### src/spt_pkg.sv
// ---------------------------------------------------------------------------
// spt_pkg: shared types and constants of the spin tachometer
// Register map, reset values, divider widths and the control FSM type.
// ---------------------------------------------------------------------------
package spt_pkg;

	// register map (index = paddr[3:2])
	localparam logic [1:0] REG_MAGNETS    = 2'd0;
	localparam logic [1:0] REG_TIMEOUT    = 2'd1;
	localparam logic [1:0] REG_MIN_PULSES = 2'd2;

	localparam logic [4:0]  MAGNETS_RST    = 5'd3;
	localparam logic [15:0] TIMEOUT_RST    = 16'd2000;
	localparam logic [7:0]  MIN_PULSES_RST = 8'd5;

	localparam int unsigned MAX_SPINS_DEF = 64;
	localparam int unsigned TALLY_W       = 7;

	// serial divider: 37-bit dividend (magnets * span), 16-bit divisor
	localparam int unsigned DVD_W  = 37;
	localparam int unsigned DVS_W  = 16;
	localparam int unsigned STEP_W = 6;

	localparam logic [STEP_W-1:0] PERIOD_STEPS = STEP_W'(DVD_W);
	localparam logic [STEP_W-1:0] RPM_STEPS    = STEP_W'(DVS_W);

	localparam logic [DVS_W-1:0] RPM_NUMER = 16'd60000;
	localparam logic [15:0]      RPM_SAT   = 16'hFFFF;

	typedef struct packed {
		logic              start;
		logic [STEP_W-1:0] steps;
		logic [DVD_W-1:0]  dividend;
		logic [DVS_W-1:0]  divisor;
	} div_req_t;

	typedef struct packed {
		logic             done;
		logic [DVD_W-1:0] quotient;
	} div_rsp_t;

	typedef enum logic [2:0] {
		ST_IDLE,
		ST_MUL,
		ST_DIV_P,
		ST_DIV_R,
		ST_DONE
	} state_t;

endpackage

### src/spt_serdiv.sv
// ---------------------------------------------------------------------------
// spt_serdiv: bit-serial restoring divider
// One quotient bit per cycle, dividend MSB first; run length set per request.
// ---------------------------------------------------------------------------
module spt_serdiv (
	input  logic              clk,
	input  logic              arst_n,
	input  spt_pkg::div_req_t req,
	output spt_pkg::div_rsp_t rsp
);
	import spt_pkg::*;

	logic [DVD_W-1:0]  dvd_q;
	logic [DVD_W-1:0]  quo_q;
	logic [DVS_W-1:0]  rem_q;
	logic [DVS_W-1:0]  dvs_q;
	logic [STEP_W-1:0] cnt_q;
	logic              busy_q;
	logic              done_q;

	logic [DVS_W:0]   rem_sh;
	logic [DVS_W:0]   diff;
	logic             ge;
	logic [DVS_W-1:0] rem_nx;

	always_comb begin
		rem_sh = {rem_q, dvd_q[DVD_W-1]};
		diff   = rem_sh - {1'b0, dvs_q};
		ge     = (rem_sh >= {1'b0, dvs_q});
		rem_nx = ge ? diff[DVS_W-1:0] : rem_sh[DVS_W-1:0];
	end

	always_ff @(posedge clk or negedge arst_n) begin
		if (!arst_n) begin
			busy_q <= 1'b0;
			done_q <= 1'b0;
			cnt_q  <= '0;
		end else if (req.start) begin
			busy_q <= 1'b1;
			done_q <= 1'b0;
			cnt_q  <= req.steps;
		end else if (busy_q) begin
			cnt_q <= cnt_q - STEP_W'(1);
			if (cnt_q == STEP_W'(1)) begin
				busy_q <= 1'b0;
				done_q <= 1'b1;
			end
		end else begin
			done_q <= 1'b0;
		end
	end

	// datapath
	always_ff @(posedge clk) begin
		if (req.start) begin
			dvd_q <= req.dividend;
			dvs_q <= req.divisor;
			rem_q <= '0;
			quo_q <= '0;
		end else if (busy_q) begin
			dvd_q <= {dvd_q[DVD_W-2:0], 1'b0};
			rem_q <= rem_nx;
			quo_q <= {quo_q[DVD_W-2:0], ge};
		end
	end

	assign rsp.done     = done_q;
	assign rsp.quotient = quo_q;

endmodule

### src/spin_tachometer.sv
// ---------------------------------------------------------------------------
// spin_tachometer: pulse-period tachometer for a magnetic spinner
// Turns periodic pulse reports into rpm, peak rpm and spin bookkeeping.
// ---------------------------------------------------------------------------
// Usage:
//  - Input channel (in_valid/in_stall) carries one report request: pulse
//    count, time of the latest pulse and current time, both times in ms.
//  - Output channel (out_valid/out_stall) returns one result request per
//    report. The result sits in an output register, so a new report is
//    taken while the previous result still waits for the receiver.
//  - A report that measures rpm (nonzero count while spinning) goes from
//    acceptance to out_valid through ST_MUL, a 37-step serial division
//    for the period, a 16-step serial division for rpm, ST_DONE and the
//    output register; a period of 0 or over 60000 skips the rpm division.
//    Both divisions share the single one-bit-per-cycle divider, and the
//    next report is accepted only once the FSM is back in ST_IDLE.
//  - All other reports (spin start, timeout, nothing to do) go from
//    acceptance through ST_DONE to the output register and out_valid.
//  - Config registers on the APB port (pready tied high); write only while idle.
//  - Reset clears all spin state and loads the register defaults.
//  - With out_stall held, the finished result holds; one more report may
//    be accepted and computed, then in_stall stays high until space frees.
// ---------------------------------------------------------------------------
module spin_tachometer #(
	parameter int unsigned MAX_SPINS = spt_pkg::MAX_SPINS_DEF
) (
	input  logic        clk,
	input  logic        arst_n,
	// APB config port
	input  logic        psel,
	input  logic        penable,
	input  logic        pwrite,
	input  logic [3:0]  paddr,
	input  logic [31:0] pwdata,
	output logic [31:0] prdata,
	output logic        pready,
	// report requests
	input  logic        in_valid,
	output logic        in_stall,
	input  logic [15:0] pulse_count,
	input  logic [31:0] pulse_time,
	input  logic [31:0] now_time,
	// result requests
	output logic        out_valid,
	input  logic        out_stall,
	output logic        refresh,
	output logic        is_spinning,
	output logic [15:0] rpm,
	output logic [15:0] max_rpm,
	output logic [31:0] spin_pulses,
	output logic [31:0] spin_duration,
	output logic [6:0]  spins_recorded
);
	import spt_pkg::*;

	localparam logic [TALLY_W-1:0] MaxSpinsW = TALLY_W'(MAX_SPINS);

	// ---------------- configuration registers ----------------
	logic [4:0]  magnets_q;
	logic [15:0] timeout_q;
	logic [7:0]  min_pulses_q;
	logic        cfg_wr;
	logic [1:0]  cfg_idx;

	assign pready  = 1'b1;
	assign cfg_idx = paddr[3:2];
	assign cfg_wr  = psel & penable & pwrite & pready;

	always_ff @(posedge clk or negedge arst_n) begin
		if (!arst_n) begin
			magnets_q    <= MAGNETS_RST;
			timeout_q    <= TIMEOUT_RST;
			min_pulses_q <= MIN_PULSES_RST;
		end else if (cfg_wr) begin
			unique case (cfg_idx)
				REG_MAGNETS:    magnets_q    <= pwdata[4:0];
				REG_TIMEOUT:    timeout_q    <= pwdata[15:0];
				REG_MIN_PULSES: min_pulses_q <= pwdata[7:0];
				default: ;
			endcase
		end
	end

	always_comb begin
		unique case (cfg_idx)
			REG_MAGNETS:    prdata = {27'd0, magnets_q};
			REG_TIMEOUT:    prdata = {16'd0, timeout_q};
			REG_MIN_PULSES: prdata = {24'd0, min_pulses_q};
			default:        prdata = '0;
		endcase
	end

	// ---------------- control FSM ----------------
	state_t state_q, state_d;

	logic in_acc;
	logic out_free;
	logic upd_en;

	// captured report
	logic [15:0] cnt_q;
	logic [31:0] ptime_q;
	logic [31:0] ntime_q;

	// spin state
	logic        spinning_q;
	logic [31:0] last_q;
	logic [31:0] start_q;
	logic [31:0] total_q;
	logic [15:0] cur_rpm_q;
	logic [15:0] peak_q;
	logic [31:0] dur_q;
	logic [6:0]  tally_q;

	// rpm result of the division chain
	logic [15:0] rpm_calc_q;

	div_req_t div_req;
	div_rsp_t div_rsp;

	logic [31:0]      span;
	logic [DVD_W-1:0] product;
	logic             per_zero;
	logic             per_big;

	assign in_acc   = in_valid & ~in_stall;
	assign out_free = ~out_valid | ~out_stall;

	assign span     = ptime_q - last_q;
	assign product  = DVD_W'(magnets_q) * DVD_W'(span);
	assign per_zero = (div_rsp.quotient == '0);
	assign per_big  = (div_rsp.quotient > DVD_W'(RPM_NUMER));

	// next state
	always_comb begin
		state_d = state_q;
		unique case (state_q)
			ST_IDLE: begin
				if (in_valid) begin
					state_d = ((pulse_count != '0) && spinning_q) ? ST_MUL : ST_DONE;
				end
			end
			ST_MUL: state_d = ST_DIV_P;
			ST_DIV_P: begin
				if (div_rsp.done) begin
					state_d = (per_zero || per_big) ? ST_DONE : ST_DIV_R;
				end
			end
			ST_DIV_R: begin
				if (div_rsp.done) begin
					state_d = ST_DONE;
				end
			end
			ST_DONE: begin
				if (out_free) begin
					state_d = ST_IDLE;
				end
			end
			default: state_d = ST_IDLE;
		endcase
	end

	// FSM outputs
	always_comb begin
		in_stall         = 1'b1;
		upd_en           = 1'b0;
		div_req.start    = 1'b0;
		div_req.steps    = PERIOD_STEPS;
		div_req.dividend = product;
		div_req.divisor  = cnt_q;
		unique case (state_q)
			ST_IDLE: in_stall = 1'b0;
			ST_MUL:  div_req.start = 1'b1;
			ST_DIV_P: begin
				// rpm = 60000 / period; numerator aligned to the dividend top
				div_req.start    = div_rsp.done & ~per_zero & ~per_big;
				div_req.steps    = RPM_STEPS;
				div_req.dividend = {RPM_NUMER, (DVD_W-DVS_W)'(0)};
				div_req.divisor  = div_rsp.quotient[DVS_W-1:0];
			end
			ST_DIV_R: ;
			ST_DONE:  upd_en = out_free;
			default: ;
		endcase
	end

	always_ff @(posedge clk or negedge arst_n) begin
		if (!arst_n) begin
			state_q <= ST_IDLE;
		end else begin
			state_q <= state_d;
		end
	end

	spt_serdiv u_div (
		.clk    (clk),
		.arst_n (arst_n),
		.req    (div_req),
		.rsp    (div_rsp)
	);

	// capture report and rpm result
	always_ff @(posedge clk) begin
		if (in_acc) begin
			cnt_q   <= pulse_count;
			ptime_q <= pulse_time;
			ntime_q <= now_time;
		end
		if (state_q == ST_DIV_P && div_rsp.done) begin
			if (per_zero) begin
				rpm_calc_q <= RPM_SAT;
			end else if (per_big) begin
				rpm_calc_q <= '0;
			end
		end else if (state_q == ST_DIV_R && div_rsp.done) begin
			rpm_calc_q <= div_rsp.quotient[15:0];
		end
	end

	// ---------------- spin bookkeeping ----------------
	logic        spinning_d;
	logic [31:0] last_d;
	logic [31:0] start_d;
	logic [31:0] total_d;
	logic [15:0] cur_rpm_d;
	logic [15:0] peak_d;
	logic [31:0] dur_d;
	logic [6:0]  tally_d;
	logic        refresh_d;
	logic [32:0] sum;
	logic [31:0] gap;
	logic        timed_out;

	always_comb begin
		spinning_d = spinning_q;
		last_d     = last_q;
		start_d    = start_q;
		total_d    = total_q;
		cur_rpm_d  = cur_rpm_q;
		peak_d     = peak_q;
		dur_d      = dur_q;
		tally_d    = tally_q;
		refresh_d  = 1'b0;
		sum        = {1'b0, total_q} + {17'd0, cnt_q};
		gap        = ntime_q - ptime_q;
		timed_out  = (gap > {16'd0, timeout_q});
		if (cnt_q != '0) begin
			if (spinning_q) begin
				// rpm measurement
				cur_rpm_d = rpm_calc_q;
				if (rpm_calc_q > peak_q) begin
					peak_d = rpm_calc_q;
				end
				last_d    = ptime_q;
				total_d   = sum[32] ? 32'hFFFF_FFFF : sum[31:0];
				dur_d     = ntime_q - start_q;
				refresh_d = 1'b1;
			end else begin
				// spin start
				spinning_d = 1'b1;
				total_d    = {16'd0, cnt_q};
				start_d    = ptime_q;
				last_d     = ptime_q;
				cur_rpm_d  = '0;
				dur_d      = '0;
			end
		end else if (spinning_q && timed_out) begin
			// spin end
			spinning_d = 1'b0;
			dur_d      = ntime_q - start_q;
			cur_rpm_d  = '0;
			if (total_q > {24'd0, min_pulses_q} && tally_q < MaxSpinsW) begin
				tally_d = tally_q + 7'd1;
			end
			refresh_d = 1'b1;
		end
	end

	always_ff @(posedge clk or negedge arst_n) begin
		if (!arst_n) begin
			spinning_q <= 1'b0;
			last_q     <= '0;
			start_q    <= '0;
			total_q    <= '0;
			cur_rpm_q  <= '0;
			peak_q     <= '0;
			dur_q      <= '0;
			tally_q    <= '0;
		end else if (upd_en) begin
			spinning_q <= spinning_d;
			last_q     <= last_d;
			start_q    <= start_d;
			total_q    <= total_d;
			cur_rpm_q  <= cur_rpm_d;
			peak_q     <= peak_d;
			dur_q      <= dur_d;
			tally_q    <= tally_d;
		end
	end

	// ---------------- output register ----------------
	logic        out_valid_q;
	logic        refresh_q;
	logic        is_spinning_q;
	logic [15:0] rpm_q;
	logic [15:0] max_rpm_q;
	logic [31:0] spin_pulses_q;
	logic [31:0] spin_duration_q;
	logic [6:0]  spins_recorded_q;

	always_ff @(posedge clk or negedge arst_n) begin
		if (!arst_n) begin
			out_valid_q <= 1'b0;
		end else if (upd_en) begin
			out_valid_q <= 1'b1;
		end else if (!out_stall) begin
			out_valid_q <= 1'b0;
		end
	end

	always_ff @(posedge clk) begin
		if (upd_en) begin
			refresh_q        <= refresh_d;
			is_spinning_q    <= spinning_d;
			rpm_q            <= spinning_d ? cur_rpm_d : 16'd0;
			max_rpm_q        <= peak_d;
			spin_pulses_q    <= total_d;
			spin_duration_q  <= dur_d;
			spins_recorded_q <= tally_d;
		end
	end

	assign out_valid      = out_valid_q;
	assign refresh        = refresh_q;
	assign is_spinning    = is_spinning_q;
	assign rpm            = rpm_q;
	assign max_rpm        = max_rpm_q;
	assign spin_pulses    = spin_pulses_q;
	assign spin_duration  = spin_duration_q;
	assign spins_recorded = spins_recorded_q;

endmodule

### config.mk
export PLATFORM = sky130hd
export DESIGN_NAME = spin_tachometer
export DESIGN_NICKNAME = d
export VERILOG_FILES = /design/src/spt_pkg.sv /design/src/spt_serdiv.sv /design/src/spin_tachometer.sv
export SDC_FILE = /design/constraint.sdc
export NUM_CORES = 1
export LEC_CHECK = 0
export BUFFER_PORTS_ARGS = -buffer_cell sky130_fd_sc_hd__buf_2
export CAP_MARGIN = 0
export CORE_AREA = 3 3 300 213
export DETAILED_ROUTE_END_ITERATION = 8
export DIE_AREA = 0 0 303 216
export PLACE_DENSITY = 0.74
export SLEW_MARGIN = 20
export SYNTH_ARGS = -nofsm -noshare
export SYNTH_HDL_FRONTEND = slang
export SYNTH_HIERARCHICAL = 1
export SYNTH_SLANG_ARGS = --single-unit
### constraint.sdc
create_clock -name clk -period 16.8 [get_ports clk]
set_clock_uncertainty 0.15 [all_clocks]
set_input_delay 0.84 -clock clk [delete_from_list [all_inputs] [get_ports clk]]
set_output_delay 0.84 -clock clk [all_outputs]
set_load 0.1 [all_outputs]
==> impl_results.md, run 1 <==
* Status: completed
* Final Instance Area at 37100 um^2
* CP max stage delay at ~860 ps
* Post-synthesis async set-or-reset flop share at between 40% and 50%
* H-Tree Depth at 2
* DRC at 0
* Post-DP HPWL at 61700 um
* RR Startpoint: ptime_q[0]
* Routed wl met2 at 35800 um
* Post-synthesis register bit count at a little over 500
* Die ar. at 65400 um^2
* Ys flop type: edfxtp_1
* Layout cells sized above 1 at 13.3%
* Core box area at 61300 um^2
* Final setup fails at 0
* Synth cell types at 103
* Slowest CP cell: nor4bb_1
* Setup TNS at 0 ps
* 1st-iter DRT viols at 2398
* Total CTS buffers at 50
* Placed cell area at 35400 um^2
* Final hold viol count at 0
* Uppermost routed layer: met5
* Initial Utilization at 54.8%
* Fmax at around 0.11 GHz
* PortBufs at 227
* Drt first pass iters at 7
* Largest net degree at the start of global routing at 96
* Ratio of final minimum period to clock period at between 50% and 60%
* Cell count of the worst reg-to-reg path at 30
* ANT nets after route at 0
* Mapped Area at 33600 um^2
* Final non-filler cell total at 4465
* Antenna violations before repair at 6
* First-pass GRT wire length at 133000 um
* Post-layout min period at about 9100 ps
* Die width at 303 um
* Max Cap Viol at 0
* CP startpoint kind: register
* Detailed-route via count at roughly 26000
* Post-CTS Hold Buffers at 0
* Root cell of the clock tree: clkbuf_16
* Total track usage at 25.5%
* WS Path Type: register to register
* CTS tree: done
* Area growth from synthesis to layout at 10.4%
* Post-Place Cells at approximately 4400
* Slew margin rel. at a little under a third
* CTS Buffer Depth at 3
* Grt total ovfl at 0
* Setup bufs post-CTS at 0
* Cell Rows at 76
* Clock-pin slew on the worst setup and hold paths at about 70 ps
* CTS resizes at 0
* Die Y at 216 um
* Avg Inst Size Synth at 9.78 um^2
* Via/cell ratio at a little under 6
* Worst-margin pin slew at 1030 ps
* Min Hold Slack at 123 ps
* Met1 Wirelength at approximately 40000 um
* Clock latency on the worst-skew pair at roughly 600 ps
* Post-synth EDFFs at ~250
* Gpl congestion at 0.949
* Flop-to-flop setup slack at 7740 ps
* Cells after Synth at ~3400
* Ports at around 260
* Sequential area share after synthesis at between 40% and 50%
* Final WL at 84400 um
* Yosys warning count at 6
* Slew Limit Fails at 0
* Number of global-route vias before repair at 24000
* WP data arrival at 9260 ps
* Clock Sinks at 516
* DR WL/cell at 18.9 um
* Hold Crit Class: input port to async pin
* Nets at 4030
* Crit path top cell by count: a21o_1
* Worst Path Max Fanout at 6
* Reg2reg end: u_div/dvd_q[34]
* RSZ-0062 raised after global routing: no
* Crit path required time at 17000 ps
* Met3 wire len at 6750 um
* Crit. End Element: register
critical path: cells and delay by family (launching register included):
| family | cells | cell delay [ps] |
|---|---|---|
| AO/OA/AOI/OAI | 14 | 3340 |
| XOR/XNOR | 2 | 470 |
| adder cells (fa/ha/maj) | 6 | 2560 |
| buffers and inverters | 3 | 160 |
| flip-flops | 1 | 410 |
| multiplexers | 1 | 260 |
| AND/OR/NAND/NOR | 4 | 1470 |
worst max path at each step:
| stage | start | end | slack [ps] |
|---|---|---|---|
| after floorplan | ptime_q[0] | u_div/dvd_q[34] | 9540 |
| after global placement | ptime_q[0] | u_div/dvd_q[34] | 8170 |
| after detailed placement | ptime_q[0] | u_div/dvd_q[34] | 8040 |
| after CTS | ptime_q[0] | u_div/dvd_q[34] | 7980 |
| after global routing | ptime_q[0] | u_div/dvd_q[34] | 7370 |
| final | ptime_q[0] | u_div/dvd_q[34] | 7740 |
sequential cells by signal (all words and copies together) (netlist names), 6 cells and up:
name            cells
u_div/dvd_q        37
u_div/quo_q        37
dur_q              32
last_q             32
ntime_q            32
ptime_q            32
spin_duration      32
spin_pulses        32
start_q            32
total_q            32
cnt_q              16
cur_rpm_q          16
max_rpm            16
peak_q             16
rpm                16
rpm_calc_q         16
timeout_q          16
u_div/dvs_q        16
u_div/rem_q        16
min_pulses_q        8
spins_recorded      7
tally_q             7
u_div/cnt_q         6
cell usage in the layout (no fill, tap or decap), types with 64 or more instances in the layout:
cell type and count:
a21o_1 76, inv_1 308, fa_1 95, mux2_2 86, nand2_1 415, nor2_1 197
ha_1 213, o21ai_0 183, a21oi_1 170, edfxtp_1 254, and2_1 130, dfrtp_1 197
nand3_1 64, xnor2_1 87, buf_2 226
layout make-up:
| cell class | count | area [um^2] |
|---|---|---|
| Fill cell | 5241 | 24300 |
| Multi-Input combinational cell | 2462 | 17900 |
| Sequential cell | 516 | 13900 |
| Clock buffer | 65 | 1420 |
| Timing Repair Buffer | 258 | 1380 |
| Inverter | 311 | 1170 |
| Tap cell | 819 | 1020 |
| Clock inverter | 29 | 263 |
| Antenna cell | 5 | 12.5 |
through the flow:
step | utilization (%) | setup slack [ps]
CTS | 60.4 | 7980
detailed placement | 57.7 | 8040
floorplan | - | 9540
global route | 60.5 | 7370
finish | 60.5 | 7740
global placement | 57.7 | 8170
per-layer routing:
layer / track usage [%] / vias up
met5: 0 / -
met4: 6.71 / 2
met3: 4.64 / 113
met2: 36.4 / 850
met1: 39.6 / 12600
li1: - / 12400
Yosys cell counts, types with 7 or more instances:
library cell,n,area [um^2]
xnor2_1,87,762
buf_2,15,75.1
and2_1,130,813
fa_1,95,1900
a211oi_1,15,113
a22o_1,55,482
nand3_1,64,320
a21oi_1,170,851
or2_2,8,50.1
nor2_1,201,754
a21o_1,76,571
ha_1,213,2670
mux2i_1,47,470
o21a_1,44,330
nand2b_1,22,138
or3_1,12,75.1
buf_4,20,150
dfstp_2,10,263
o21bai_1,20,150
a311oi_1,15,131
mux2_2,86,968
edfxtp_1,254,7630
a21boi_0,7,52.6
a32o_1,33,330
inv_1,309,1160
and3_1,41,257
buf_1,16,60.1
o211ai_1,27,203
clkbuf_1,106,398
nand4_1,32,200
xor2_1,43,377
dfxtp_1,53,1060
nor4_1,28,175
o21ai_0,183,916
a31oi_1,39,244
nor3_1,34,170
o31ai_1,15,113
dfrtp_1,199,4980
nand2_1,415,1560
nor3b_1,9,67.6
nor2b_1,33,206
a31o_2,7,61.3
kinds of logic after synthesis:
kind of cell | after synthesis | synth area share [%]
muxes | 133 | 4.28
DFF | 516 | 41.5
buffers and inverters | 474 | 5.69
and+or+nand+nor | 1078 | 15.5
xor gates and xnor gates | 130 | 3.39
adders and majority gates | 308 | 13.6
AOI/OAI and AO/OA | 794 | 16.1
other | 2 | 0.0224
Power of run 1 is not shown: default switching activity piles up to over one toggle a cycle in this logic, so the estimate is an artifact.
==> run 2: changes to the inputs <==
- clock period: 16.8 -> 8.4 ns (I/O delays scaled with it)
==> run 2 against run 1 <==
Net effect:
- fmax up 13%
- first-iteration DRC count increased by 5.7%
- flip-flop and latch count unchanged
- cell count increased by 2.2%
- sequential share of layout area decreased by 1.0 points
- die area is the same
- cell area up 2.8%
- global-route usage up 1.0 points
==> impl_results.md, run 2 (synthesized netlist as in run 1, its figures left out) <==
* Crit path top cell by count: a21o_1
* WS Path Type: register to register
* Clock Sinks at roughly 520
* Core box area at 61300 um^2
* Crit path required time at 8590 ps
* Post-layout min period at 8040 ps
* CP max stage delay at about 550 ps
* Initial Utilization at 54.8%
* Via/cell ratio at 5.81
* Root cell of the clock tree: clkbuf_16
* Die ar. at 65400 um^2
* Clock-pin slew on the worst setup and hold paths at 60 ps
* Top flop regs: u_div/dvd_q (37), u_div/quo_q (37)
* Ports at 263
* Ratio of final minimum period to clock period at 95.8%
* Nets at between 4000 and 5000
* H-Tree Depth at 2
* Status: completed
* Antenna violations before repair at 2
* Worst Path Max Fanout at 6
* Final setup fails at 0
* CTS Buffer Depth at 3
* Die Y at 216 um
* Die width at 303 um
* CP startpoint kind: register
* Antenna diodes at 0
* Slowest CP cell: fa_1
* Layout cells sized above 1 at 13.1%
* Area growth from synthesis to layout at 13.4%
* Drt first pass iters at 6
* Flop-to-flop setup slack at around 360 ps
* DRC at 0
* Placed cell area at 35400 um^2
* Crit path from: ptime_q[0]
* DR WL/cell at 19.1 um
* Max Cap Viol at 0
* Final hold viol count at 0
* Setup bufs post-CTS at 0
* Final Util at approximately 62%
* Reg2reg end: u_div/dvd_q[34]
* Total track usage at 26.5%
* 1st-iter DRT viols at 2534
* Post-DP HPWL at 62300 um
* Cell Rows at 76
* Worst-margin pin slew at a little under 1000 ps
* Gpl congestion at approximately 0.94
* Total CTS buffers at 51
* CTS tree: done
* PortBufs at around 230
* RR Startpoint: ptime_q[0]
* Most frequent cells in the layout: 415 x nand2_1, 308 x inv_1, 254 x edfxtp_1
* Slew margin rel. at 32.3%
* Grt total ovfl at 0
* Hold Crit Class: input port to register
* Clock latency on the worst-skew pair at ~600 ps
* Final Instance Area at approximately 38000 um^2
* Final WL at 87300 um
* Largest net degree at the start of global routing at 87
* Number of global-route vias before repair at 25200
* Cell count of the worst reg-to-reg path at 31
* Crit. End Element: register
* Detailed-route via count at 26500
* Slew Limit Fails at 0
* First-pass GRT wire length at 139000 um
* Critical Path Sink: u_div/dvd_q[34]
* ANT nets after route at 0
* Fmax at 0.124 GHz
* WP data arrival at slightly above 8000 ps
* Most common cell after layout, fill and taps aside: nand2_1
## run 2: cell count changes in the layout (fill, tap and decap cells not counted), sizes merged
cell,change
dlygate4sd3,+97
clkinv,-1
diode,-5
inv,-1
buf,+6
clkinvlp,-3
clkbuf,+7
## run 2: cell type report
type	count	area, um^2
clock buffer	72	1440
clock inverter	24	253
fill	5014	23200
inverter	311	1170
multi-input combinational	2462	17900
sequential	516	13900
tap	819	1020
timing repair buffer	361	2390
## run 2: worst min path at each step
stage | from | to | cells after the start
final | pwdata[0] | timeout_q[0] | 2
after global routing | pwdata[0] | min_pulses_q[0] | 2
after CTS | pwdata[0] | min_pulses_q[0] | 2
after detailed placement | arst_n | dur_q[21] | 1
after global placement | arst_n | dur_q[21] | 1
after floorplan | arst_n | cur_rpm_q[0] | 0
## run 2: timing repair
action,in CTS,in global routing
endpoints found under the hold margin,182,0
hold buffers,97,0
resized for setup,0,2
endpoints found under the setup margin,0,3
## run 2: metal layers
layer	GRT usage, %	routed length [um]	vias to the layer above
li1	-	-	12600
met1	39.8	40500	12800
met2	39.4	38100	947
met3	4.43	6380	111
met4	7.18	2270	0
met5	0	0	-
## run 2: critical path, delay by kind of cell, from the launching register on
kind / cells / cell delay (ps)
AOI/OAI and AO/OA: 14 / 2870
xor gates and xnor gates: 2 / 390
adders and majority gates: 6 / 2510
buffers and inverters: 4 / 350
DFF: 1 / 370
muxes: 1 / 260
and+or+nand+nor: 4 / 860
## run 2: through the flow
| step | setup WS, ps | instances | hold WS, ps | TNS (ps) |
|---|---|---|---|---|
| 2_1_floorplan | 1140 | 3452 | -25.6 | 0 |
| 3_3_place_gp | 393 | 4372 | 308 | 0 |
| 3_5_place_dp | 303 | 4372 | 312 | 0 |
| 4_1_cts | 250 | 4565 | 7.66 | 0 |
| 5_1_grt | -2.39 | 4565 | 10.6 | -2.39 |
| 6_report | 356 | 4565 | 39.6 | 0 |
Power of run 2 is left out for the same reason.
